$ cat src/sv/clb_pkg.sv
// Shared types and codes for the cursor list buffer.
package clb_pkg;

    // Operation codes carried by each input transaction
    typedef enum logic [2:0] {
        OP_INSERT  = 3'd0,
        OP_REMOVE  = 3'd1,
        OP_REPLACE = 3'd2,
        OP_BEGIN   = 3'd3,
        OP_END     = 3'd4,
        OP_NEXT    = 3'd5,
        OP_PRIOR   = 3'd6,
        OP_CLEAR   = 3'd7
    } op_t;

    // Sequencer states
    typedef enum logic [2:0] {
        ST_IDLE,
        ST_MOVE,
        ST_FILL,
        ST_LOOK,
        ST_RESP
    } state_t;

    localparam int CAP_W   = 5;
    localparam int ITEM_W  = 32;
    localparam int INDEX_W = 4;
    localparam int COUNT_W = 5;

    typedef struct packed {
        op_t                op;
        logic [ITEM_W-1:0]  item_value;
    } clb_in_t;

    typedef struct packed {
        logic [ITEM_W-1:0]  cursor_item;
        logic [INDEX_W-1:0] cursor_index;
        logic [COUNT_W-1:0] item_count;
        logic               empty_flag;
        logic               full_flag;
        logic               refused;
    } clb_out_t;

endpackage

$ cat src/sv/clb_mem.sv
// Entry store: one write port, one read port with registered read data.
module clb_mem
    import clb_pkg::*;
#(
    parameter int DEPTH      = 16,
    parameter int DATA_WIDTH = 32
)
(
    input  logic                         clk,
    input  logic                         we,
    input  logic [$clog2(DEPTH)-1:0]     wr_addr,
    input  logic [DATA_WIDTH-1:0]        wr_data,
    input  logic                         re,
    input  logic [$clog2(DEPTH)-1:0]     rd_addr,
    output logic [DATA_WIDTH-1:0]        rd_data
);

    logic [DATA_WIDTH-1:0] entries_reg [DEPTH];
    logic [DATA_WIDTH-1:0] rd_data_reg;

    // Write port
    always_ff @(posedge clk)
    begin
        if (we)
        begin
            entries_reg[wr_addr] <= wr_data;
        end
    end

    // Read port with registered read data
    always_ff @(posedge clk)
    begin
        if (re)
        begin
            rd_data_reg <= entries_reg[rd_addr];
        end
    end

    assign rd_data = rd_data_reg;

endmodule

$ cat src/sv/clb_ctrl.sv
// Sequencer: decodes operations, shifts entries through the memory, builds results.
module clb_ctrl
    import clb_pkg::*;
#(
    parameter int DEPTH      = 16,
    parameter int DATA_WIDTH = 32
)
(
    input  logic                         clk,
    input  logic                         rst_n,
    input  logic                         in_valid,
    output logic                         in_stall,
    input  clb_in_t                      in_data,
    output logic                         out_valid,
    input  logic                         out_stall,
    output clb_out_t                     out_data,
    input  logic                         cfg_we,
    input  logic [CAP_W-1:0]             cfg_wdata,
    output logic                         mem_we,
    output logic [$clog2(DEPTH)-1:0]     mem_wr_addr,
    output logic [DATA_WIDTH-1:0]        mem_wr_data,
    output logic                         mem_re,
    output logic [$clog2(DEPTH)-1:0]     mem_rd_addr,
    input  logic [DATA_WIDTH-1:0]        mem_rd_data
);

    localparam int AW   = $clog2(DEPTH);
    localparam int CW   = $clog2(DEPTH + 1);
    localparam int CMPW = (CW > CAP_W) ? CW : CAP_W;

    state_t                state_reg, state_next;
    logic [CAP_W-1:0]      capacity_reg;
    logic [CW-1:0]         count_reg, count_next;
    logic [AW-1:0]         cursor_reg, cursor_next;
    logic [AW-1:0]         src_reg, src_next;
    logic [AW-1:0]         dst_reg, dst_next;
    logic [CW-1:0]         moves_reg, moves_next;
    logic                  pend_reg, pend_next;
    logic                  down_reg, down_next;
    logic                  fill_reg, fill_next;
    logic                  refused_reg, refused_next;
    logic [DATA_WIDTH-1:0] val_reg;
    logic                  out_valid_reg, out_valid_next;
    clb_out_t              out_data_reg;

    logic                  accept;
    logic                  load_out;
    logic [CMPW-1:0]       cap_eff;
    logic                  full;
    logic [CW-1:0]         cur_plus1;
    logic [AW-1:0]         last_idx;
    logic [AW-1:0]         ins_pos;
    logic [CW-1:0]         rem_count;

    // Effective capacity and full test
    always_comb
    begin
        if (CMPW'(capacity_reg) > CMPW'(DEPTH))
        begin
            cap_eff = CMPW'(DEPTH);
        end
        else
        begin
            cap_eff = CMPW'(capacity_reg);
        end
        full      = (CMPW'(count_reg) >= cap_eff);
        cur_plus1 = CW'(cursor_reg) + CW'(1);
        last_idx  = AW'(count_reg - CW'(1));
        ins_pos   = (count_reg == '0) ? '0 : AW'(cur_plus1);
        rem_count = count_reg - CW'(1);
    end

    assign accept = in_valid && (state_reg == ST_IDLE);

    // Next state
    always_comb
    begin
        state_next = state_reg;
        case (state_reg)
            ST_IDLE:
            begin
                if (accept)
                begin
                    if (moves_next != '0)
                        state_next = ST_MOVE;
                    else if (fill_next)
                        state_next = ST_FILL;
                    else if (count_next != '0)
                        state_next = ST_LOOK;
                    else
                        state_next = ST_RESP;
                end
            end
            ST_MOVE:
            begin
                if (moves_reg == '0 && pend_reg)
                begin
                    if (fill_reg)
                        state_next = ST_FILL;
                    else
                        state_next = ST_LOOK;
                end
            end
            ST_FILL: state_next = ST_LOOK;
            ST_LOOK: state_next = ST_RESP;
            ST_RESP:
            begin
                if (load_out)
                    state_next = ST_IDLE;
            end
            default: state_next = ST_IDLE;
        endcase
    end

    // Outputs: handshake and memory controls
    always_comb
    begin
        in_stall    = 1'b1;
        mem_we      = 1'b0;
        mem_wr_addr = dst_reg;
        mem_wr_data = mem_rd_data;
        mem_re      = 1'b0;
        mem_rd_addr = src_reg;
        load_out    = 1'b0;
        case (state_reg)
            ST_IDLE:
            begin
                in_stall = 1'b0;
            end
            ST_MOVE:
            begin
                mem_re = (moves_reg != '0);
                mem_we = pend_reg;
            end
            ST_FILL:
            begin
                mem_we      = 1'b1;
                mem_wr_addr = cursor_reg;
                mem_wr_data = val_reg;
            end
            ST_LOOK:
            begin
                mem_re      = 1'b1;
                mem_rd_addr = cursor_reg;
            end
            ST_RESP:
            begin
                load_out = !out_valid_reg || !out_stall;
            end
            default:
            begin
                in_stall = 1'b1;
            end
        endcase
    end

    // Operation decode and shift bookkeeping
    always_comb
    begin
        count_next   = count_reg;
        cursor_next  = cursor_reg;
        src_next     = src_reg;
        dst_next     = dst_reg;
        moves_next   = '0;
        pend_next    = 1'b0;
        down_next    = down_reg;
        fill_next    = fill_reg;
        refused_next = refused_reg;
        case (state_reg)
            ST_IDLE:
            begin
                fill_next    = 1'b0;
                refused_next = 1'b0;
                down_next    = 1'b0;
                if (accept)
                begin
                    case (in_data.op)
                        OP_INSERT:
                        begin
                            if (full)
                            begin
                                refused_next = 1'b1;
                            end
                            else
                            begin
                                moves_next  = count_reg - CW'(ins_pos);
                                src_next    = last_idx;
                                down_next   = 1'b1;
                                fill_next   = 1'b1;
                                cursor_next = ins_pos;
                                count_next  = count_reg + CW'(1);
                            end
                        end
                        OP_REMOVE:
                        begin
                            if (count_reg == '0)
                            begin
                                refused_next = 1'b1;
                            end
                            else
                            begin
                                moves_next = rem_count - CW'(cursor_reg);
                                src_next   = AW'(cur_plus1);
                                count_next = rem_count;
                                if (CW'(cursor_reg) >= rem_count)
                                begin
                                    cursor_next = (rem_count == '0) ? '0
                                                  : AW'(rem_count - CW'(1));
                                end
                            end
                        end
                        OP_REPLACE:
                        begin
                            if (count_reg == '0)
                                refused_next = 1'b1;
                            else
                                fill_next = 1'b1;
                        end
                        OP_BEGIN:
                        begin
                            cursor_next = '0;
                        end
                        OP_END:
                        begin
                            cursor_next = (count_reg == '0) ? '0 : last_idx;
                        end
                        OP_NEXT:
                        begin
                            if (count_reg == '0 || cur_plus1 >= count_reg)
                                refused_next = 1'b1;
                            else
                                cursor_next = AW'(cur_plus1);
                        end
                        OP_PRIOR:
                        begin
                            if (count_reg == '0 || cursor_reg == '0)
                                refused_next = 1'b1;
                            else
                                cursor_next = cursor_reg - AW'(1);
                        end
                        OP_CLEAR:
                        begin
                            count_next  = '0;
                            cursor_next = '0;
                        end
                        default:
                        begin
                            refused_next = 1'b0;
                        end
                    endcase
                end
            end
            ST_MOVE:
            begin
                // read one source per cycle, write the previous one behind it
                moves_next = moves_reg;
                if (moves_reg != '0)
                begin
                    src_next   = down_reg ? src_reg - AW'(1) : src_reg + AW'(1);
                    dst_next   = down_reg ? src_reg + AW'(1) : src_reg - AW'(1);
                    moves_next = moves_reg - CW'(1);
                    pend_next  = 1'b1;
                end
            end
            default:
            begin
                moves_next = '0;
            end
        endcase
    end

    // Output register
    assign out_valid_next = load_out ? 1'b1 : (out_valid_reg && out_stall);

    always_ff @(posedge clk or negedge rst_n)
    begin
        if (!rst_n)
        begin
            state_reg     <= ST_IDLE;
            capacity_reg  <= CAP_W'(16);
            count_reg     <= '0;
            cursor_reg    <= '0;
            moves_reg     <= '0;
            pend_reg      <= 1'b0;
            down_reg      <= 1'b0;
            fill_reg      <= 1'b0;
            refused_reg   <= 1'b0;
            out_valid_reg <= 1'b0;
        end
        else
        begin
            state_reg     <= state_next;
            count_reg     <= count_next;
            cursor_reg    <= cursor_next;
            moves_reg     <= moves_next;
            pend_reg      <= pend_next;
            down_reg      <= down_next;
            fill_reg      <= fill_next;
            refused_reg   <= refused_next;
            out_valid_reg <= out_valid_next;
            if (cfg_we)
            begin
                capacity_reg <= cfg_wdata;
            end
        end
    end

    // Payload registers
    always_ff @(posedge clk)
    begin
        src_reg <= src_next;
        dst_reg <= dst_next;
        if (accept)
        begin
            val_reg <= DATA_WIDTH'(in_data.item_value);
        end
        if (load_out)
        begin
            out_data_reg.cursor_item  <= (count_reg == '0) ? '0 : ITEM_W'(mem_rd_data);
            out_data_reg.cursor_index <= (count_reg == '0) ? '0 : INDEX_W'(cursor_reg);
            out_data_reg.item_count   <= COUNT_W'(count_reg);
            out_data_reg.empty_flag   <= (count_reg == '0);
            out_data_reg.full_flag    <= full;
            out_data_reg.refused      <= refused_reg;
        end
    end

    assign out_valid = out_valid_reg;
    assign out_data  = out_data_reg;

endmodule

$ cat src/sv/cursor_list_buffer_top.sv
// Top level of the cursor list buffer: sequencer plus entry memory.
//
//  channel   direction  handshake            payload
//  in        input      in_valid / in_stall  in_data  (clb_in_t)
//  out       output     out_valid/out_stall  out_data (clb_out_t)
//  cfg       input      cfg_we               cfg_wdata (capacity)
//
// One transaction at a time. After acceptance the sequencer shifts entries (MOVE,
// insert and remove), writes the new item (FILL, insert and replace), reads the
// cursor entry (LOOK, when the list is not empty) and loads the result (RESP).
// An insert shifts n entries, n up to DEPTH - 2, and a remove n up to DEPTH - 1,
// one entry per cycle through the single memory read port; then back to IDLE.
// The result sits in an output register, so a new transaction is accepted while
// it waits under out_stall. Reset clears count, cursor and capacity (to 16);
// entry contents are not cleared.
module cursor_list_buffer_top
    import clb_pkg::*;
#(
    parameter int DEPTH      = 16,
    parameter int DATA_WIDTH = 32
)
(
    input  logic             clk,
    input  logic             rst_n,
    input  logic             in_valid,
    output logic             in_stall,
    input  clb_in_t          in_data,
    output logic             out_valid,
    input  logic             out_stall,
    output clb_out_t         out_data,
    input  logic             cfg_we,
    input  logic [CAP_W-1:0] cfg_wdata
);

    localparam int AW = $clog2(DEPTH);

    logic                  mem_we;
    logic [AW-1:0]         mem_wr_addr;
    logic [DATA_WIDTH-1:0] mem_wr_data;
    logic                  mem_re;
    logic [AW-1:0]         mem_rd_addr;
    logic [DATA_WIDTH-1:0] mem_rd_data;

    clb_ctrl #(
        .DEPTH      (DEPTH),
        .DATA_WIDTH (DATA_WIDTH)
    ) u_ctrl (
        .clk         (clk),
        .rst_n       (rst_n),
        .in_valid    (in_valid),
        .in_stall    (in_stall),
        .in_data     (in_data),
        .out_valid   (out_valid),
        .out_stall   (out_stall),
        .out_data    (out_data),
        .cfg_we      (cfg_we),
        .cfg_wdata   (cfg_wdata),
        .mem_we      (mem_we),
        .mem_wr_addr (mem_wr_addr),
        .mem_wr_data (mem_wr_data),
        .mem_re      (mem_re),
        .mem_rd_addr (mem_rd_addr),
        .mem_rd_data (mem_rd_data)
    );

    clb_mem #(
        .DEPTH      (DEPTH),
        .DATA_WIDTH (DATA_WIDTH)
    ) u_mem (
        .clk     (clk),
        .we      (mem_we),
        .wr_addr (mem_wr_addr),
        .wr_data (mem_wr_data),
        .re      (mem_re),
        .rd_addr (mem_rd_addr),
        .rd_data (mem_rd_data)
    );

endmodule

$ cat config.mk
export PLATFORM = sky130hd
export DESIGN_NAME = cursor_list_buffer_top
export DESIGN_NICKNAME = d
export VERILOG_FILES = /design/src/sv/clb_pkg.sv /design/src/sv/clb_mem.sv /design/src/sv/clb_ctrl.sv /design/src/sv/cursor_list_buffer_top.sv
export SDC_FILE = /design/constraint.sdc
export NUM_CORES = 1
export LEC_CHECK = 0
export ABC_AREA = 1
export ABC_CLOCK_PERIOD_IN_PS = 6900
export BUFFER_PORTS_ARGS = -buffer_cell sky130_fd_sc_hd__buf_2
export CORE_ASPECT_RATIO = 1.5
export CORE_UTILIZATION = 45
export DETAILED_ROUTE_END_ITERATION = 10
export GPL_TIMING_DRIVEN = 1
export REMOVE_ABC_BUFFERS = 1
export SLEW_MARGIN = 15
export SYNTH_ARGS = -nofsm -noshare
export SYNTH_HDL_FRONTEND = slang
export SYNTH_SLANG_ARGS = --single-unit
$ cat constraint.sdc
create_clock -name clk -period 6.9 [get_ports clk]
set_clock_uncertainty 0.2 [all_clocks]
set_input_delay 0 -clock clk [delete_from_list [all_inputs] [get_ports clk]]
set_output_delay 0 -clock clk [all_outputs]
set_load 0.1 [all_outputs]
# Word-level counts from Yosys, hierarchy flattened
# Memory sizes are Yosys's and may differ from the RTL's. A register that Yosys moved wholly into a read port is not among the register bits.
# Cells that the tools add are included.
# classes
order_cmp	4
div_mod_pow	0
bitwise	0
n_eq_ne	23
n_shift	0
n_reduce_logical	25
addsub	10
mul	0
muxes	62
# op_table
op	count
2-to-1 mux 4 bit	16
2-to-1 mux 5 bit	9
2-to-1 mux 32 bit	1
one-hot mux 4 bit (6 select lines)	1
one-hot mux 5 bit (2 select lines)	2
2-to-1 mux 1 bit	19
2-to-1 mux 3 bit	6
one-hot mux 4 bit (2 select lines)	2
equality test 3 bit, second input constant	5
zero test 5 bit	3
one-hot mux 3 bit (5 select lines)	1
one-hot mux 5 bit (3 select lines)	1
nonzero test 5 bit	3
equality test 3 x 2 -> 1 bit, second input constant	4
subtractor 4 x 1 -> 4 bit, second input constant	3
greater-or-equal comparator 5 bit	2
inequality test 2 x 1 -> 1 bit, second input constant	5
subtractor 5 x 1 -> 5 bit, second input constant	2
subtractor 5 x 4 -> 5 bit	2
inequality test 3 bit, second input constant	3
inequality test 2 bit, second input constant	4
AND reduction 8 bit	1
equality test 3 x 1 -> 1 bit, second input constant	2
zero test 3 bit	2
17 further kinds	25
# word_totals
romBits	0
out_inout_bits	46
regBits	111
ramBits	512
latchBits	0
n_memories	1
in_bits	45
# memory_table
name	words	width	rd	rd_clocked_by_memory_dff	write_ports	line	text
u_mem.entries_reg	16	32	1	1	1	clb_mem.sv:18	logic [DATA_WIDTH-1:0] entries_reg [DEPTH];

# Logic depth before layout (Yosys ltp)
# depth
ltp_word	13
ltp_mapped	22
mapped_depth_nobuf	22

# Modules after synthesis
# Synthesis repeated with hierarchy kept, for this count alone.
# hier_totals
hier_cells	2814
area_unflattened_um2	29238.0
# by_module_without_submodules
module	n_inst	cells_each	seq_area_each_um2	area_each_um2
clb_mem	1	2120	16335.7	23050.9
clb_ctrl	1	694	3199.3	6187.2

# Worst setup path before layout
# Ideal clock, no wire load.
# synth_timing
path_type	register to register
start	register u_ctrl.out_valid_reg (netlist: u_ctrl.out_valid)
end	register u_ctrl.out_data_reg, in the netlist u_ctrl.out_data[0] (enable)
n_path_buf	0
path_stages_with_launch	4
t_required_ns	6.255
setup_time_ns	0.445
synth_period_minus_slack_ns	3.514
slack_ns	3.386
arrival_time_ns	2.868
cell_sequence	dfrtp_1 nand2_1 inv_1 nor2_1
# synth_via
elab_chain_len	3
# synth_lines
item	line	text
start: declaration	clb_ctrl.sv:43	logic out_valid_reg, out_valid_next;
start signal: assignment	clb_ctrl.sv:300	out_valid_reg <= out_valid_next;
zero test 1 bit	clb_ctrl.sv:148	load_out = !out_valid_reg || !out_stall;
logical OR 1 bit	clb_ctrl.sv:148	
2-to-1 mux 1 bit	clb_ctrl.sv:125	case (state_reg)
via u_ctrl.load_out	clb_ctrl.sv:47	logic load_out;
end: declaration	clb_ctrl.sv:44	clb_out_t out_data_reg;
# The timed path passes the listed nets, and every way through them passes these cells.
# A chain may end at the register's enable or synchronous reset.

# Final worst setup path
# layout_timing
start	register u_ctrl.state_reg[2]
end	register u_mem.rd_data_reg[17] (netlist: u_mem.rd_data[17]) (read register of u_mem.entries_reg), data pin
# layout_via
elab_chain_len	2
elab_cells_between_ends	4
# layout_lines
item	line	text
start: declaration	clb_ctrl.sv:31	state_t state_reg, state_next;
start signal: assignment	clb_ctrl.sv:292	state_reg <= state_next;
equality test 3 x 2 -> 1 bit or equality test 3 x 1 -> 1 bit (tied branches)	clb_ctrl.sv:125	
one-hot mux 1 bit (2 select lines) or 2-to-1 mux 4 bit (tied branches)	clb_ctrl.sv:125	
end: declaration	clb_mem.sv:19	logic [DATA_WIDTH-1:0] rd_data_reg;
# Parallel ways exist; a longest one is shown, timed or not.

==> results.tsv <==
stage	metric	value	unit
sta	tns	0	ns
worst_setup_path	crit_family	buffers and inverters	
worst_setup_path	endpoint_kind	flip-flop	
clocking	cts_tree	built	
synth	synthMuxAreaShare	0.126	%
grt	grt_max_degree	258	
drt	drt-total-wl	68300	um
drt	drtAntennaViolNets	0	
sta	setup_slack	2.81	ns
place	io_buffers	90	
sta	worstMarginPinSlew	1.33	ns
worst_setup_path	crit_path_start_kind	flip-flop	
floorplanning	die_area	0.0608	mm2
sta	rsz0062_at_grt	false	
synth	synth_top_family_by_area	compound AO/OA/AOI/OAI gates	
drt	first_pass_iters	5	
worst_setup_path	critPathMaxFanout	58	
finish	nFillCells	4882	
sta	min_period_over_period	59.2	%
synth	synth_simple_gate_area_share	9.64	%
grt	grtUsageTotal	22.6	%
clocking	cts.sinks	655	
synth	avgSynthCellArea	12.9	um2
power_and_ir_drop	netSwitchingFraction	40.1	%
worst_setup_path	crit_path_frequent_cell	buf_4	
place	dpl.cell_count	2898	
drt	drtIter0Drc	1293	
sta	finalSetupViolCount	0	
synth	ys_warn_count	0	
worst_setup_path	cp_num_buf_inv	6	
sta	period_needed	4.09	ns
drt	route.detailed.vias_per_inst	5.64	
synth	synth_ff_type	edfxtp_1	
floorplanning	die_height	301	um
synth	synth_xor_area_share	0.614	%
finish	largest_reg_flops	512	
worst_setup_path	critPathArrivalTime	4.34	ns
worst_setup_path	path_cells	inv_1 > nand2_2 > nor2_4 > inv_2 > nand2_1 > o21ai_4 > buf_4 > inv_2 > buf_4 > buf_4 > o21ai_0 > o221ai_1 > o211ai_1 > nand2_1	
synth	synth_cells	2092	
power_and_ir_drop	intPower	0.00958	W
clocking	cts.clk_slew.worst_paths	0.06	ns
place	pre_cts_ws	2.74	ns
grt	grt_first_pass_wirelength	103000	um
worst_setup_path	worst_path_largest_cell_delay	0.62	ns
floorplanning	start_util	45.5	%
synth	netlist_area	0.0269	mm2
synth	yosysUniqueCellTypes	47	
clocking	clk_latency	0.60	ns
power_and_ir_drop	combPwrFrac	40.4	%
clocking	htreeDepth	3	
worst_setup_path	critical_path_required	7.15	ns
worst_hold_path	hold_path_class	in2reg	
floorplanning	die_w	202	um
grt	grt_pass1_vias	17700	
synth	yosys.area_share.adder	1.54	%
finish	diodes	0	
floorplanning	core_area	0.0591	mm2
grt	antenna_found_initial	0	
synth	synth-compound-area-share	11.8	%
worst_setup_path	crit_slowest_cell	buf_4	
power_and_ir_drop	p_sw	0.00642	W
power_and_ir_drop	power.density	509	mW/mm2
power_and_ir_drop	power_frac_clock	22.2	%
clocking	cts_buffers	66	
finish	drive_above_1_share	13.5	%
sta	slew_headroom	11.4	%
power_and_ir_drop	seqPwrFrac	37.4	%
grt	overflow	0	
clocking	clock_path_buffers	3	
drt	route.detailed.drc	0	
finish	nNetsFinal	2360	
place	post-dp-hpwl	36200	um
place	place.gp.congestion	0.902	
job	maxCapViolCount	0	
power_and_ir_drop	leakagePower	10.9	nW
drt	vias	17500	
floorplanning	ios	91	
drt	wl_per_cell	22.0	um
synth	ys_seq_area_share	72.6	%
run_status	status	finished, final reports clean	
synth	synth_edf_count	628	
finish	layout_common_cells	edfxtp_1 (628), nor2_1 (331), o21ai_0 (273), nand2_1 (185), inv_1 (95)	
synth	synth.ff_latch_count	655	
sta	drv_slew	0	
sta	finalHoldViolCount	0	
clocking	ctsResizeCount	0	
clocking	clockRootBuffer	clkbuf_16	
finish	fin_cells	3105	
worst_setup_path	crit_type	reg2reg	
finish	syn2layout_area_growth	16.9	%
finish	final_common_cell	edfxtp_1	
floorplanning	std_cell_rows	109	
synth	async_reset_ff_share	4.12	%
power_and_ir_drop	max-vdd-ir-drop	0.560	mV
sta	fmax	0.245	GHz
==> worst register-to-register path: stages, from the launching register on <==
cell,delay [ns]
dfrtp_1,0.40
inv_1,0.09
nand2_2,0.07
nor2_4,0.13
inv_2,0.13
nand2_1,0.13
o21ai_4,0.06
buf_4,0.32
inv_2,0.46
buf_4,0.60
buf_4,0.64
o21ai_0,0.26
o221ai_1,0.18
o211ai_1,0.17
nand2_1,0.11
==> per-layer routing <==
| metal | track usage, % | part of all wire (%) | wire, um | vias up |
|---|---|---|---|---|
| li1 | - | - | - | 8056 |
| met1 | 27.3 | 40 | 27100 | 8745 |
| met2 | 40.0 | 51 | 35200 | 570 |
| met3 | 2.78 | 4.8 | 3290 | 152 |
| met4 | 10.9 | 4.0 | 2700 | 0 |
| met5 | 0 | 0 | 0 | - |
==> logic make-up (layout without fill, tap and decap cells) <==
group                      Yosys count  in the layout
AOI/OAI and AO/OA                  527            527
xor gates and xnor gates            18             18
adders and majority gates           32             32
buffers and inverters              228            464
DFF                                655            655
muxes                                3              3
and+or+nand+nor                    629            629
==> per-stage QoR <==
stage          util (%)  power (W)  hold slack, ns  cell area [um2]
2_1_floorplan         -     0.0102          -0.496            26300
3_3_place_gp       48.1     0.0123          -0.115            28400
3_5_place_dp       48.1     0.0125          -0.115            28400
4_1_cts            53.2     0.0161           0.209            31400
5_1_grt            53.2     0.0169           0.269            31400
6_report           53.2     0.0160           0.235            31400
==> cell type report <==
| class | count | area (um2) | area share (%) |
|---|---|---|---|
| repair buffers | 242 | 1860 | 5.92 |
| well taps | 777 | 972 | 3.09 |
| clock buffers | 86 | 1830 | 5.83 |
| inverters | 109 | 415 | 1.32 |
| clock inverters | 27 | 275 | 0.875 |
| multi-input cells | 1209 | 6550 | 20.8 |
| flip-flops and latches | 655 | 19500 | 62.1 |
==> Yosys cell counts, types with 7 or more instances <==
master    number  area (um2)
inv_2         12        45.0
a21oi_1       16        80.1
xor2_1        12         105
clkbuf_1      40         150
inv_1         96         360
nor2_1       348        1310
nand3_1       41         205
dfrtp_1       26         651
edfxtp_1     628       18900
o211ai_1      44         330
ha_1          30         375
o21ai_1       42         210
nor3_1        11        55.1
o22ai_1       42         263
o21ai_0      280        1400
buf_2         70         350
nor2_2         7        43.8
o221ai_1      89         780
nand2_1      186         698
nand2_2       10        62.6
==> power groups by stage <==
stage	registers (W)	clock network, W	logic [W]
after floorplan	0.00624	0	0.00397
after global placement	0.00606	0	0.00626
after detailed placement	0.00607	0	0.00642
after CTS	0.00599	0.00362	0.00650
after global routing	0.00603	0.00374	0.00712
final	0.00599	0.00354	0.00646
==> worst paths after layout <==
check	startpoint	to	slack, ns	cells past startpoint
worst max-delay path	u_ctrl.state_reg[2]$_DFFE_PN0P_	u_mem.rd_data[17]$_DFFE_PP_	2.81	14
worst min-delay path	in_valid	u_ctrl.state_reg[1]$_DFFE_PN0P_	0.24	5
worst max register to register	u_ctrl.state_reg[2]$_DFFE_PN0P_	u_mem.rd_data[17]$_DFFE_PP_	2.81	14
worst min register to register	u_ctrl.refused_reg$_DFFE_PN0P_	u_ctrl.out_data[0]$_DFFE_PP_	0.27	0
max in group asynchronous	rst_n	u_ctrl.pend_reg$_DFF_PN0_	6.00	4
min in group asynchronous	rst_n	u_ctrl.count_reg[3]$_DFF_PN0_	0.30	4
==> timing repair <==
item | CTS | global route
setup endpoints to repair | 0 | 0
hold buffers | 94 | 0
setup buffers | 0 | 0
endpoints found under the hold margin | 110 | 0
Note: power is estimated with default switching activity, not from simulation.
